`config.mk`:
```
export PLATFORM = sky130hd
export DESIGN_NAME = voice_slot_allocator_generational
export DESIGN_NICKNAME = d
export VERILOG_FILES = /design/src/design/vsa_pkg.sv /design/src/design/vsa_gen_mem.sv /design/src/design/vsa_search.sv /design/src/design/voice_slot_allocator_generational.sv
export VERILOG_INCLUDE_DIRS = /design/src /design/src/design
export SDC_FILE = /design/constraint.sdc
export NUM_CORES = 1
export LEC_CHECK = 0
export ABC_AREA = 1
export BUFFER_PORTS_ARGS = -buffer_cell sky130_fd_sc_hd__buf_2
export CORE_MARGIN = 10
export CORE_UTILIZATION = 55
export DETAILED_ROUTE_END_ITERATION = 7
export PLACE_DENSITY = 0.69
export SLEW_MARGIN = 30
export SYNTH_ARGS = -nofsm -noshare
export SYNTH_HDL_FRONTEND = slang
export SYNTH_SLANG_ARGS = --single-unit
```
`constraint.sdc`:
```
create_clock -name clk -period 8.9 [get_ports clk]
set_input_delay 0.89 -clock clk [delete_from_list [all_inputs] [get_ports clk]]
set_output_delay 0.89 -clock clk [all_outputs]
set_load 0.005 [all_outputs]
```
`src/design/assert_macros.svh`:
```
// assertion macros used by the top level of the allocator
`ifndef ASSERT_MACROS_SVH
`define ASSERT_MACROS_SVH
`ifndef NO_ASSERTIONS
// checked on every rising edge outside reset
`define VSA_ASSERT(lbl, clk_s, rst_s, prop, msg) \
	lbl: assert property (@(posedge clk_s) disable iff (!rst_s) prop) else $error(msg);
// checked on every rising edge, reset included
`define VSA_ASSERT_ALWAYS(lbl, clk_s, prop, msg) \
	lbl: assert property (@(posedge clk_s) prop) else $error(msg);
`else
`define VSA_ASSERT(lbl, clk_s, rst_s, prop, msg)
`define VSA_ASSERT_ALWAYS(lbl, clk_s, prop, msg)
`endif
`endif

```
`src/design/vsa_pkg.sv`:
```
// types, codes and defaults of the voice slot allocator
package vsa_pkg;

	localparam int NUM_SLOTS_DEF   = 32;
	localparam int FIRST_FX_DEF    = 1;
	localparam int INDEX_BITS_DEF  = 8;
	localparam int BACKGROUND_SLOT = 0;
	localparam int SLOT_W_MAX      = 8;

	// command codes
	localparam logic [2:0] CMD_PLAY_FX  = 3'd0;
	localparam logic [2:0] CMD_PLAY_BG  = 3'd1;
	localparam logic [2:0] CMD_STOP_H   = 3'd2;
	localparam logic [2:0] CMD_STOP_BG  = 3'd3;
	localparam logic [2:0] CMD_STOP_ALL = 3'd4;
	localparam logic [2:0] CMD_QUERY    = 3'd5;
	localparam logic [2:0] CMD_FINISHED = 3'd6;

	// action codes
	localparam logic [1:0] ACT_NONE     = 2'd0;
	localparam logic [1:0] ACT_START    = 2'd1;
	localparam logic [1:0] ACT_STOP     = 2'd2;
	localparam logic [1:0] ACT_STOP_ALL = 2'd3;

	typedef struct packed {
		logic [2:0]  command;
		logic [31:0] handle;
		logic [9:0]  sound_id;
		logic        loop;
		logic [4:0]  voice_slot;
	} item_t;

	typedef struct packed {
		logic [1:0]  action;
		logic [4:0]  slot;
		logic [31:0] new_handle;
		logic [9:0]  start_sound;
		logic        start_loop;
		logic        top_priority;
		logic        replaced;
		logic        handle_valid;
		logic        playing;
	} result_t;

	// outcome of the round-robin search
	typedef struct packed {
		logic                  found;
		logic [SLOT_W_MAX-1:0] slot;
	} pick_t;

endpackage

```
`src/design/vsa_gen_mem.sv`:
```
// generation memory, registered read, per-entry valid bits
module vsa_gen_mem #(
	parameter int DEPTH     = vsa_pkg::NUM_SLOTS_DEF,
	parameter int ADDR_BITS = 5,
	parameter int DATA_BITS = 32 - vsa_pkg::INDEX_BITS_DEF
) (
	input  logic                 clk,
	input  logic                 arst_n,
	input  logic [ADDR_BITS-1:0] rd_addr,
	output logic [DATA_BITS-1:0] rd_data,
	input  logic                 wr_en,
	input  logic [ADDR_BITS-1:0] wr_addr,
	input  logic [DATA_BITS-1:0] wr_data
);

	logic [DATA_BITS-1:0] mem [DEPTH];
	logic [DEPTH-1:0]     vld_q;
	logic [DATA_BITS-1:0] rd_q;
	logic                 rd_vld_q;

	always_ff @(posedge clk) begin
		if (wr_en) begin
			mem[wr_addr] <= wr_data;
		end
		rd_q <= mem[rd_addr];
	end

	// entry never written reads as generation zero
	always_ff @(posedge clk or negedge arst_n) begin
		if (!arst_n) begin
			vld_q    <= '0;
			rd_vld_q <= 1'b0;
		end else begin
			if (wr_en) begin
				vld_q[wr_addr] <= 1'b1;
			end
			rd_vld_q <= vld_q[rd_addr];
		end
	end

	assign rd_data = rd_vld_q ? rd_q : '0;

endmodule

```
`src/design/vsa_search.sv`:
```
// round-robin search for a free effect slot, registered result
module vsa_search #(
	parameter int NUM_SLOTS         = vsa_pkg::NUM_SLOTS_DEF,
	parameter int FIRST_EFFECT_SLOT = vsa_pkg::FIRST_FX_DEF,
	parameter int SLOT_BITS         = 5
) (
	input  logic                 clk,
	input  logic [NUM_SLOTS-1:0] assigned,
	input  logic [NUM_SLOTS-1:0] active,
	input  logic [SLOT_BITS-1:0] cursor,
	output vsa_pkg::pick_t       pick_s1
);

	logic [NUM_SLOTS-1:0] free_v;
	logic [NUM_SLOTS-1:0] ahead_v;
	logic [SLOT_BITS-1:0] ahead_idx;
	logic [SLOT_BITS-1:0] any_idx;
	vsa_pkg::pick_t       pick_d;

	always_comb begin
		for (int i = 0; i < NUM_SLOTS; i++) begin
			free_v[i]  = (i >= FIRST_EFFECT_SLOT) && !(assigned[i] && active[i]);
			ahead_v[i] = free_v[i] && (SLOT_BITS'(i) >= cursor);
		end
	end

	// lowest set bit of each vector
	always_comb begin
		ahead_idx = '0;
		any_idx   = '0;
		for (int i = NUM_SLOTS - 1; i >= 0; i--) begin
			if (ahead_v[i]) begin
				ahead_idx = SLOT_BITS'(i);
			end
			if (free_v[i]) begin
				any_idx = SLOT_BITS'(i);
			end
		end
	end

	// first free slot at or after the cursor, else wrap to the lowest free effect slot, else evict at the cursor
	always_comb begin
		pick_d.found = |free_v;
		if (|ahead_v) begin
			pick_d.slot = vsa_pkg::SLOT_W_MAX'(ahead_idx);
		end else if (|free_v) begin
			pick_d.slot = vsa_pkg::SLOT_W_MAX'(any_idx);
		end else begin
			pick_d.slot = vsa_pkg::SLOT_W_MAX'(cursor);
		end
	end

	always_ff @(posedge clk) begin
		pick_s1 <= pick_d;
	end

endmodule

```
`src/design/voice_slot_allocator_generational.sv`:
```
// top level of the voice slot allocator with generational handles
// sequence: an accepted transaction runs the search, the generation memory read and the
// write-back in turn, then raises its result strobe, held for one cycle; a new transaction
// may start in that cycle, and none is taken while busy
// reset: all slots unassigned and idle, generations zero, cursor on first effect slot
module voice_slot_allocator_generational #(
	parameter int NUM_SLOTS         = vsa_pkg::NUM_SLOTS_DEF,
	parameter int FIRST_EFFECT_SLOT = vsa_pkg::FIRST_FX_DEF,
	parameter int INDEX_BITS        = vsa_pkg::INDEX_BITS_DEF
) (
	input  logic             clk,
	input  logic             arst_n,
	input  logic             start,
	output logic             busy,
	input  vsa_pkg::item_t   item,
	output logic             done,
	output vsa_pkg::result_t result
);

	`include "assert_macros.svh"

	localparam int  SLOT_BITS = (NUM_SLOTS > 2) ? $clog2(NUM_SLOTS) : 1;
	localparam int  GEN_BITS  = 32 - INDEX_BITS;
	localparam bit  HAS_FX    = FIRST_EFFECT_SLOT < NUM_SLOTS;
	localparam logic [GEN_BITS-1:0] GEN_MAX = '1;
	localparam logic [SLOT_BITS-1:0] BG_SLOT = SLOT_BITS'(vsa_pkg::BACKGROUND_SLOT);

	// sequencer codes
	localparam logic [1:0] ST_IDLE = 2'd0;
	localparam logic [1:0] ST_SRCH = 2'd1;
	localparam logic [1:0] ST_READ = 2'd2;
	localparam logic [1:0] ST_DONE = 2'd3;

	logic [1:0]             state_q;
	vsa_pkg::item_t         item_q;
	logic [NUM_SLOTS-1:0]   asg_q, asg_d;
	logic [NUM_SLOTS-1:0]   act_q, act_d;
	logic [SLOT_BITS-1:0]   cursor_q, cursor_d;
	vsa_pkg::pick_t         pick_s1;
	logic [SLOT_BITS-1:0]   fx_slot;
	logic [SLOT_BITS-1:0]   mem_addr;
	logic [GEN_BITS-1:0]    gen_old;
	logic [GEN_BITS-1:0]    gen_new;
	logic                   gen_we;
	logic [31:0]            hidx32;
	logic [SLOT_BITS-1:0]   hslot;
	logic                   h_range;
	logic                   h_asg;
	logic                   h_act;
	logic                   h_ok;
	logic                   vs_hit;
	vsa_pkg::result_t       res_d;
	vsa_pkg::result_t       result_q;
	logic                   done_q;

	assign busy   = (state_q != ST_IDLE);
	assign done   = done_q;
	assign result = result_q;

	// sequencer: search, memory read, write-back and result
	always_ff @(posedge clk or negedge arst_n) begin
		if (!arst_n) begin
			state_q <= ST_IDLE;
		end else begin
			unique case (state_q)
				ST_IDLE: begin
					if (start) begin
						state_q <= ST_SRCH;
					end
				end
				ST_SRCH: state_q <= ST_READ;
				ST_READ: state_q <= ST_DONE;
				ST_DONE: state_q <= ST_IDLE;
				default: state_q <= ST_IDLE;
			endcase
		end
	end

	// command held for the whole transaction
	always_ff @(posedge clk) begin
		if (start && !busy) begin
			item_q <= item;
		end
	end

	// slot flags sit still while a transaction runs, so the search sees settled state
	vsa_search #(
		.NUM_SLOTS         (NUM_SLOTS),
		.FIRST_EFFECT_SLOT (FIRST_EFFECT_SLOT),
		.SLOT_BITS         (SLOT_BITS)
	) u_search (
		.clk      (clk),
		.assigned (asg_q),
		.active   (act_q),
		.cursor   (cursor_q),
		.pick_s1  (pick_s1)
	);

	assign fx_slot = pick_s1.slot[SLOT_BITS-1:0];

	// handle decode: slot in the low bits, generation above
	assign hidx32  = 32'(item_q.handle[INDEX_BITS-1:0]);
	assign hslot   = hidx32[SLOT_BITS-1:0];
	assign h_range = (hidx32 >= 32'(FIRST_EFFECT_SLOT)) && (hidx32 < 32'(NUM_SLOTS));

	always_comb begin
		h_asg  = 1'b0;
		h_act  = 1'b0;
		vs_hit = 1'b0;
		for (int i = 0; i < NUM_SLOTS; i++) begin
			if (hslot == SLOT_BITS'(i)) begin
				h_asg = asg_q[i];
				h_act = act_q[i];
			end
			if (32'(item_q.voice_slot) == 32'(i)) begin
				vs_hit = 1'b1;
			end
		end
	end

	// read address stays put through read and write-back, so the same entry is written
	always_comb begin
		unique case (item_q.command)
			vsa_pkg::CMD_PLAY_FX: mem_addr = fx_slot;
			vsa_pkg::CMD_PLAY_BG: mem_addr = BG_SLOT;
			default:              mem_addr = hslot;
		endcase
	end

	vsa_gen_mem #(
		.DEPTH     (NUM_SLOTS),
		.ADDR_BITS (SLOT_BITS),
		.DATA_BITS (GEN_BITS)
	) u_gen_mem (
		.clk     (clk),
		.arst_n  (arst_n),
		.rd_addr (mem_addr),
		.rd_data (gen_old),
		.wr_en   (gen_we),
		.wr_addr (mem_addr),
		.wr_data (gen_new)
	);

	// generation wraps from its maximum to one, so zero never names a live voice
	assign gen_new = (gen_old == GEN_MAX) ? GEN_BITS'(1) : gen_old + 1'b1;
	assign h_ok    = (item_q.handle != '0) && h_range && (item_q.handle[31:INDEX_BITS] == gen_old)
		&& h_asg;

	// write-back and result for the command in hand
	always_comb begin
		res_d    = '0;
		asg_d    = asg_q;
		act_d    = act_q;
		cursor_d = cursor_q;
		gen_we   = 1'b0;
		unique case (item_q.command)
			vsa_pkg::CMD_PLAY_FX: begin
				res_d.start_sound = item_q.sound_id;
				res_d.start_loop  = item_q.loop;
				if (HAS_FX) begin
					gen_we           = (state_q == ST_DONE);
					asg_d[fx_slot]   = 1'b1;
					act_d[fx_slot]   = 1'b1;
					res_d.action     = vsa_pkg::ACT_START;
					res_d.slot       = 5'(fx_slot);
					res_d.new_handle = {gen_new, {INDEX_BITS{1'b0}}} | 32'(fx_slot);
					// no free slot: the voice at the cursor is cut off
					res_d.replaced   = !pick_s1.found;
					cursor_d         = (fx_slot == SLOT_BITS'(NUM_SLOTS - 1))
						? SLOT_BITS'(FIRST_EFFECT_SLOT) : fx_slot + 1'b1;
				end
			end
			vsa_pkg::CMD_PLAY_BG: begin
				gen_we             = (state_q == ST_DONE);
				asg_d[BG_SLOT]     = 1'b1;
				act_d[BG_SLOT]     = 1'b1;
				res_d.action       = vsa_pkg::ACT_START;
				res_d.slot         = 5'(BG_SLOT);
				res_d.new_handle   = {gen_new, {INDEX_BITS{1'b0}}} | 32'(BG_SLOT);
				res_d.replaced     = asg_q[BG_SLOT] && act_q[BG_SLOT];
				res_d.start_sound  = item_q.sound_id;
				res_d.start_loop   = 1'b1;
				res_d.top_priority = 1'b1;
			end
			vsa_pkg::CMD_STOP_H: begin
				if (h_ok) begin
					asg_d[hslot]       = 1'b0;
					act_d[hslot]       = 1'b0;
					res_d.action       = vsa_pkg::ACT_STOP;
					res_d.slot         = hidx32[4:0];
					res_d.handle_valid = 1'b1;
				end
			end
			vsa_pkg::CMD_STOP_BG: begin
				if (asg_q[BG_SLOT]) begin
					asg_d[BG_SLOT] = 1'b0;
					act_d[BG_SLOT] = 1'b0;
					res_d.action   = vsa_pkg::ACT_STOP;
					res_d.slot     = 5'(BG_SLOT);
				end
			end
			vsa_pkg::CMD_STOP_ALL: begin
				asg_d        = '0;
				act_d        = '0;
				res_d.action = vsa_pkg::ACT_STOP_ALL;
			end
			vsa_pkg::CMD_QUERY: begin
				res_d.handle_valid = h_ok;
				res_d.playing      = h_ok && h_act;
			end
			vsa_pkg::CMD_FINISHED: begin
				// finished voice stays assigned, only stops counting as playing
				for (int i = 0; i < NUM_SLOTS; i++) begin
					if (vs_hit && (32'(item_q.voice_slot) == 32'(i))) begin
						act_d[i] = 1'b0;
					end
				end
			end
			default: ;
		endcase
	end

	always_ff @(posedge clk or negedge arst_n) begin
		if (!arst_n) begin
			asg_q    <= '0;
			act_q    <= '0;
			cursor_q <= SLOT_BITS'(FIRST_EFFECT_SLOT);
			done_q   <= 1'b0;
		end else begin
			done_q <= (state_q == ST_DONE);
			if (state_q == ST_DONE) begin
				asg_q    <= asg_d;
				act_q    <= act_d;
				cursor_q <= cursor_d;
			end
		end
	end

	always_ff @(posedge clk) begin
		if (state_q == ST_DONE) begin
			result_q <= res_d;
		end
	end

	`VSA_ASSERT(a_done_after_wb, clk, arst_n, done |-> $past(state_q) == ST_DONE, "strobe without write-back")
	`VSA_ASSERT(a_done_single, clk, arst_n, done |=> !done, "strobe longer than one cycle")
	`VSA_ASSERT(a_accept_starts, clk, arst_n, (start && !busy) |=> (state_q == ST_SRCH), "accepted transaction not started")
	`VSA_ASSERT(a_cursor_range, clk, arst_n, !HAS_FX || ((32'(cursor_q) >= 32'(FIRST_EFFECT_SLOT)) && (32'(cursor_q) < 32'(NUM_SLOTS))), "cursor outside effect slots")
	`VSA_ASSERT_ALWAYS(a_active_assigned, clk, !arst_n || ((act_q & ~asg_q) == '0), "playing slot not assigned")

endmodule
```
## Word-level counts from Yosys, hierarchy flattened

Memories as Yosys holds them, arrays and structs flattened. A register that Yosys moved wholly into a read port is not among the register bits.
Index checks and enable logic that the tools add are counted.

- Register bits: 216
- Memory bits (writable): 768
- Bits of input ports: 54
- Output and inout bits: 56
- Memories kept: 1

Memories:

| name | words | width | read ports | clocked after Yosys merged registers in | wr ports | RTL line | text |
|---|---|---|---|---|---|---|---|
| u_gen_mem.mem | 32 | 24 | 1 | 1 | 1 | vsa_gen_mem.sv:16 | `logic [DATA_BITS-1:0] mem [DEPTH];` |

- $add $sub $neg: 2
- Magnitude comparators: 39
- Equal/unequal tests: 109
- Multiplexer cells: 225
- Bitwise gates (word level): 7
- Reduce and logical (&&, ||, !) cells: 186

Operators with widths:

| cell | number |
|---|---|
| $mux W5 | 65 |
| $eq A5 B5 Y1 const B | 33 |
| $mux W1 | 138 |
| $pmux W31 S4 | 1 |
| $reduce_and A4 Y1 | 31 |
| $logic_and A1 B1 Y1 | 104 |
| $or A32 B32 Y32 | 3 |
| $pmux W31 S3 | 1 |
| $pmux W43 S2 | 1 |
| $eq A5 B4 Y1 const B | 16 |
| $ge A5 B5 Y1 const A | 16 |
| $ne A2 B2 Y1 const B | 35 |
| $and A32 B32 Y32 | 2 |
| $mux W32 | 2 |
| $reduce_or A31 Y1 | 2 |
| $mux W24 | 2 |
| $eq A5 B3 Y1 const B | 8 |
| $ge A4 B5 Y1 const A | 8 |
| $logic_not A1 Y1 | 33 |
| $not A32 Y32 | 1 |
| $or A32 B5 Y32 | 1 |
| $reduce_bool A32 Y1 | 1 |
| $add A24 B1 Y24 const B | 1 |
| $eq A24 B24 Y1 | 1 |
| other kinds (37) | 62 |

## Logic depth before layout (Yosys ltp)

Gate-level depths: netlist (run 1).

- Depth after elaboration: 36
- Gate-level depth with buffers: 33
- Depth with buffers taken out: 32

## By module

Synthesis (run 1) repeated with hierarchy kept, for this count alone.

- Cell total of the unflattened synthesis: 4523
- Area total of the unflattened synthesis: 45318.5 sq um

By module, submodules not included:

| module | instances | cells an instance | area an instance (sq um) | sequential area each (sq um) |
|---|---|---|---|---|
| vsa_gen_mem | 1 | 2856 | 33420.8 | 24368.4 |
| voice_slot_allocator_generational | 1 | 1341 | 10332.4 | 4865.9 |
| vsa_search | 1 | 326 | 1565.3 | 120.1 |

## Least setup slack after synthesis (run 1)

Ideal clock, no wire load.

- Path type: reg2reg
- Start: reg state_q[1]
- End: mem u_gen_mem.mem[10][0] (netlist name) (enable)
- Arrival time: 3.571 ns
- Setup slack: 4.924 ns
- Stages on the path, launching flop included: 8
- Path buffers: 2
- Period minus slack after synthesis: 3.976 ns
- Cells stage by stage: dfrtp_1 > ha_1 > clkbuf_1 > nand2_1 > inv_1 > nand2_1 > clkbuf_1 > nor2_1

- Word-level cells in the longest chain between the ends: 4

Ends and longest elaborated chain:

| what | RTL line | text |
|---|---|---|
| start, declared | voice_slot_allocator_generational.sv:34 | `logic [1:0] state_q;` |
| start signal, assigned | voice_slot_allocator_generational.sv:63 | `state_q <= ST_IDLE;` |
| start signal, assigned | voice_slot_allocator_generational.sv:68 | `state_q <= ST_SRCH;` |
| start signal, assigned | voice_slot_allocator_generational.sv:71 | `ST_SRCH: state_q <= ST_READ;` |
| $eq A2 B2 Y1 | voice_slot_allocator_generational.sv:161, voice_slot_allocator_generational.sv:174 |  |
| $mux W1 | n/a |  |
| $mux W1 | vsa_gen_mem.sv:22 | `if (wr_en) begin` |
| $mux W1 (implied by the code) | vsa_gen_mem.sv:23 | `mem[wr_addr] <= wr_data;` |
| end, declared | vsa_gen_mem.sv:16 |  |

Every way passes these cells.

## Worst setup path after layout (run 1)

- Start: reg u_gen_mem.rd_vld_q
- End: mem u_gen_mem.mem[19][23] (netlist name) (data pin)

- Word-level cells in the longest chain between the ends: 3
- Elaborated cells between the ends (all ways): 4
- Those cells by class: 1 x add/sub; 1 x eq/ne; 2 x mux

Ends and longest elaborated chain:

| what | RTL line | text |
|---|---|---|
| start, declared | vsa_gen_mem.sv:19 | `logic rd_vld_q;` |
| start signal, assigned | vsa_gen_mem.sv:37 | `rd_vld_q <= vld_q[rd_addr];` |
| $mux W24 (*) | vsa_gen_mem.sv:41 | `assign rd_data = rd_vld_q ? rd_q : '0;` |
| $add A24 B1 Y24 or $eq A24 B24 Y1 (tied branches) | voice_slot_allocator_generational.sv:145 | `assign gen_new = (gen_old == GEN_MAX) ? GEN_BITS'(1) : gen_old + 1'b1;` |
| $mux W24 (*) | voice_slot_allocator_generational.sv:145 |  |
| via gen_new[23] | voice_slot_allocator_generational.sv:43 | `logic [GEN_BITS-1:0] gen_new;` |

Mark *: on every way through the listed nets, which the timed path passes. The rest lies on a longest branch.

==> summary.txt, run 1 <==
Status
  – Outcome: finished, final reports clean

Critical path
  – CP Class: reg -> reg
  – Setup crit end kind: flip-flop
  – Startpoint Class: flip-flop
  – Worst R2R Setup Slack: 3440 ps
  – Reg2reg end: u_gen_mem.mem[19][23]
  – Crit-path max FO: 32
  – WP data arrival: 5690 ps
  – R2R cell count: 20
  – Reg-to-reg startpoint: u_gen_mem.rd_vld_q
  – Req. time, crit path: 9130 ps

Synth
  – Synth top area share: 0.631
  – Top cells by count, synth: 870 x edfxtp_1, 483 x nand2_1, 393 x a22oi_1, 284 x a21oi_1, 243 x inv_1
  – Post-synth cell types: 53
  – Synth Flop Type: edfxtp_1
  – Top post-synthesis cells by area: edfxtp_1 63%, a22oi_1 7.1%, dfrtp_1 6.3%
  – #FFs+latches synth: 1005
  – Cell taking the most area after synthesis: edfxtp_1
  – Synth Cell Area: 41400 um2
  – Syn_area_per_cell: 12.3 um2
  – Count leader, synth: edfxtp_1
  – Seq/Total Area, Yosys: 0.709
  – Post-Synthesis Cells: 3365
  – EDFF count, synth: 870
  – YS warnings: 0
  – Async S/R FF share, synth: 0.104

CTS
  – CTS tree: built
  – Post-CTS Repair Setup Buffers: 0
  – Clock latency on the worst-skew pair: 670 ps
  – Total CTS buffers: 99
  – Max Buffers Root-to-Sink: 3
  – Hold Buf Count CTS: 0
  – CTS sink count: 1005
  – CTS Root Cell: clkbuf_16
  – CTS resizes: 0
  – Reg clk slew, reported paths: 60 ps
  – H-Tree Level Count: 3

Place
  – HPWL after detailed placement: 75.3 mm
  – Gp weighted congestion: roughly 0.93
  – Area post-placement: between 40000 and 50000 um2
  – I/O Buffers: 106

Detailed routing
  – Drt drc: 0
  – DR vias/cell: between 6 and 7
  – Starting DRT DRC Count: between 4000 and 5000
  – DRT Pass-1 Iters: 8
  – Routed WL per cell: 27.1 um
  – Final WL: roughly 120 mm
  – Antenna viol nets, final: 0
  – Via count: between 20000 and 30000

Cells and area
  – Final #Nets: roughly 3500
  – Layout cell share with drive strength beyond 1: 0.116
  – Finished Cell Area: 46900 um2
  – Ant. Diodes: 0
  – Synthesis-to-layout area growth: 13.3%
  – FILL cells: approximately 5400

Timing
  – Fmax: 183 MHz
  – Min Tclk post-route: 5460 ps
  – Sum Neg Setup Slack: 0 ps
  – RSZ-0062 raised after global routing: no
  – Worst Max-Slew Pin Slew: 1070 ps
  – Max-slew violations: 0
  – Period Utilization, post-route: 0.613
  – Hold Fails Final Rpt: 0
  – # setup viols final: 0
  – Slew HR: 0.280
  – Worst Skew: 34.3 ps

GRT
  – First-pass GRT wire length: between 150 and 200 mm
  – Total track usage: 0.277
  – Antenna violations before repair: 3
  – Largest net degree at the start of global routing: 117
  – Gr ovfl total: 0
  – Vias in the first global route: 28100

Power
  – Peak VDD IR: approximately 190 uV
  – PwrDens: 263 nW/um2
  – Leakage: 16.4 nW
  – Tot Pwr: 0.0123 W

Floorplan
  – Die ar.: 86600 um2
  – # rows: 100
  – Die Wd: roughly 290 um
  – Die H: 294 um
  – Initial Utilization: 0.555
  – IO Count: 110
  – Core Box Area: around 75000 um2

Hold path
  – Hold WC Path Type: in -> async

Flow run
  – Max_cap viols: 0
critical path, cell delays in order (launching register included):
cell and delay, ps:
dfrtp_1 990, nand2_1 240, inv_1 160, ha_1 190, nand3_1 100, nor2_1 240
nand4_1 270, nor3_2 270, nand3_1 140, inv_1 90, nand3_1 80, nor3b_1 210
nand4_1 160, nor3b_2 270, nand3_2 140, nor3_2 180, inv_2 80, nor2_4 320
inv_2 170, o211ai_1 240, inv_1 470
stage by stage:
stage	hold slack [ps]	worst slack (ps)	util	cells
finish	234	3440	0.629	4516
floorplan	427	4920	-	3367
CTS	219	3550	0.628	4514
global route	255	3070	0.629	4516
detailed placement	448	3600	0.586	4330
global placement	441	3720	0.577	4306
per-layer routing:
layer	up-vias	routed length [um]	GRT usage
met3	270	16400	0.0679
met2	2078	54400	0.414
met1	14300	47900	0.399
met4	2	3620	0.0855
li1	12700	-	-
met5	-	13	0
flip-flops by register name, summed over array words and instances, names as in the netlist:
name                flops
act_q                  32
u_gen_mem.rd_q         24
u_search.pick_s1        6
item_q                 43
u_gen_mem.vld_q        32
done                    1
u_gen_mem.mem         768
state_q                 2
cursor_q                5
result                 51
hidx32                  8
asg_q                  32
u_gen_mem.rd_vld_q      1
cells by family (layout without fill, tap and decap cells):
family	count (synthesis)	after routing	synth area share
AOI/OAI and AO/OA	873	873	0.133
xor gates and xnor gates	16	16	0.00339
adders and majority gates	10	10	0.00302
buffers and inverters	431	611	0.0418
DFF	1005	1005	0.709
other	1	3	0.0000906
and+or+nand+nor	1029	1029	0.109
final cells by class:
type	count	area [um2]	area share
clock buffer	127	2640	0.0562
tap	969	1210	0.0259
multi-input combinational	1931	10600	0.227
clock inverter	57	513	0.0109
sequential	1005	29400	0.626
inverter	250	951	0.0203
timing repair buffer	177	1600	0.0341
worst max-delay path by stage:
stage                       start                    end  cells after the start
2_1_floorplan          state_q[1]   u_gen_mem.mem[10][0]                      7
3_3_place_gp   u_gen_mem.rd_vld_q  u_gen_mem.mem[10][23]                     20
3_5_place_dp   u_gen_mem.rd_vld_q  u_gen_mem.mem[30][23]                     20
4_1_cts        u_gen_mem.rd_vld_q    u_gen_mem.mem[0][0]                     19
5_1_grt        u_gen_mem.rd_vld_q  u_gen_mem.mem[19][23]                     20
6_report       u_gen_mem.rd_vld_q  u_gen_mem.mem[19][23]                     20
report_power, final:
group	switching [W]	internal (W)	total (W)
Clock	0.00176	0.00230	0.00407
Combinational	0.00179	0.000627	0.00241
Sequential	0.000247	0.00562	0.00586
Total	0.00380	0.00855	0.0123
cell usage in the layout (no fill, tap or decap), types with 22 or more instances in the layout:
| cell type | n |
|---|---|
| a21oi_1 | 284 |
| a22oi_1 | 393 |
| buf_16 | 25 |
| buf_2 | 105 |
| buf_4 | 42 |
| clkbuf_1 | 25 |
| clkbuf_16 | 101 |
| dfrtp_1 | 104 |
| dfxtp_1 | 30 |
| edfxtp_1 | 870 |
| inv_1 | 235 |
| nand2_1 | 481 |
| nand3_1 | 98 |
| nand4_1 | 86 |
| nor2_1 | 192 |
| nor2_4 | 36 |
| nor3_1 | 43 |
| nor4_1 | 39 |
| o21ai_0 | 125 |
| or2_2 | 22 |
Power figures use the tool's default switching activity.
==> run 2: changes to the inputs <==
Clock period 8.9 ns to 5.5 ns, I/O delays scaled along.
==> summary.txt, run 2 (synthesis gave the netlist of run 1 again) <==
Cells and area
  – Ant. Diodes: 0
  – Final #Nets: around 3500
  – Number of flip-flops in the largest register: 768
  – Top reg by flops: u_gen_mem.mem
  – Layout cell share with drive strength beyond 1: 0.122
  – Final Util: 0.631
  – Most frequent cells in the layout: 870 x edfxtp_1, 482 x nand2_1, 393 x a22oi_1
  – Commonest non-fill, non-tap cell in the layout: edfxtp_1
  – Synthesis-to-layout area growth: 13.6%
  – FILL cells: 5508

CTS
  – CTS Root Cell: clkbuf_16
  – Total CTS buffers: a little under 100
  – CTS resizes: 0
  – Reg clk slew, reported paths: 60 ps
  – H-Tree Level Count: 3
  – CTS tree: built
  – Max Buffers Root-to-Sink: 3
  – CTS sink count: 1005
  – Clock latency on the worst-skew pair: 680 ps

Timing
  – Worst Skew: 48.3 ps
  – Fmax: 228 MHz
  – Min Tclk post-route: 4390 ps
  – Slew HR: 0.313
  – WHS: 42.1 ps
  – Worst Max-Slew Pin Slew: about 1000 ps
  – Period Utilization, post-route: 0.799
  – # setup viols final: 0
  – Max-slew violations: 0
  – RSZ-0062 raised after global routing: no
  – Hold Fails Final Rpt: 0
  – Sum Neg Setup Slack: 0 ps

GRT
  – Vias in the first global route: 27700
  – Total track usage: 0.281
  – Antenna violations before repair: 1
  – Gr ovfl total: 0
  – Largest net degree at the start of global routing: 193
  – First-pass GRT wire length: 182 mm

Detailed routing
  – Antenna viol nets, final: 0
  – Final WL: 124 mm
  – Via count: ~29000
  – Routed WL per cell: 27.4 um
  – DR vias/cell: 6.49
  – Drt drc: 0
  – Starting DRT DRC Count: 4268
  – DRT Pass-1 Iters: 7

Hold path
  – Hold WC Path Type: in -> reg

Floorplan
  – Die Wd: between 200 and 300 um
  – IO Count: between 100 and 150
  – # rows: 100
  – Core Box Area: 74600 um2
  – Die ar.: 86600 um2
  – Initial Utilization: 0.555
  – Die H: around 290 um

Power
  – Peak VDD IR: approximately 270 uV
  – Leakage: 16.5 nW
  – PwrDens: around 430 nW/um2

Place
  – Gp weighted congestion: 0.931
  – I/O Buffers: around 110
  – HPWL after detailed placement: 76.0 mm

Critical path
  – CP startpoint: u_gen_mem.rd_vld_q
  – CP Class: reg -> reg
  – Crit-path max FO: 32
  – Worst R2R Setup Slack: ~1100 ps
  – WP data arrival: 4620 ps
  – Reg-to-reg startpoint: u_gen_mem.rd_vld_q
  – Critical Path End: u_gen_mem.mem[26][7]
  – Req. time, crit path: 5730 ps
  – R2R cell count: 20
  – Startpoint Class: flip-flop
  – Reg2reg end: u_gen_mem.mem[26][7]
  – Setup crit end kind: flip-flop

Flow run
  – Max_cap viols: 0

Status
  – Outcome: finished, final reports clean
-- run 2: timing repair --
action,in CTS,in global routing
setup endpoints to repair,0,0
hold endpoints to repair,39,0
buffers inserted,0,0
hold buffers,1,0
-- run 2: how the worst min path moves through the flow --
stage,startpoint,endpoint,depth (start not counted)
after floorplan,arst_n,act_q[0],0
after global placement,u_gen_mem.vld_q[23],u_gen_mem.vld_q[23],2
after detailed placement,u_gen_mem.vld_q[18],u_gen_mem.vld_q[18],2
after CTS,item[14],item_q[14],1
after global routing,item[38],item_q[38],1
final,item[39],item_q[39],1
-- run 2: through the flow --
step	total power (W)	cells	setup WS (ps)	area, um2
4_1_cts	0.0203	4530	985	47000
2_1_floorplan	0.0118	3367	1520	41400
5_1_grt	0.0210	4532	660	47000
3_3_place_gp	0.0133	4340	1190	43500
3_5_place_dp	0.0134	4343	1010	43500
6_report	0.0204	4532	1110	47000
-- run 2: cell type report --
cell class,instances,area (um2),area share
multi-input combinational,1931,10600,0.226
tap,969,1210,0.0258
inverter,250,951,0.0202
timing repair buffer,191,1480,0.0314
sequential,1005,29400,0.624
clock buffer,138,2780,0.0590
clock inverter,48,642,0.0137
-- run 2: routing by layer --
layer / global-route usage / vias to the layer above / part of all wire
met4: 0.0897 / 0 / 0.033
met5: 0 / - / 0
met3: 0.0643 / 271 / 0.12
li1: - / 12700 / -
met1: 0.409 / 14400 / 0.40
met2: 0.415 / 2083 / 0.44
-- run 2: power breakdown --
part	leakage (nW)	switching, W	internal [W]
logic	5.44	0.00286	0.00103
clock network	1.67	0.00291	0.00407
registers	9.39	0.000410	0.00909
total	16.5	0.00618	0.0142
-- run 2: worst max-delay path, stage by stage, from the launching register on --
cell and delay [ps]:
dfrtp_1 520, nand2_1 200, inv_1 100, ha_1 160, nand3_1 100, nor2_1 160
nand4_1 190, nor3_2 230, nand3_1 130, inv_1 90, nand3_1 80, nor3b_1 200
nand4_1 180, nor3b_2 280, nand3_2 130, nor3_2 190, inv_2 80, nor2_4 140
inv_2 110, nand3_1 230, inv_1 460
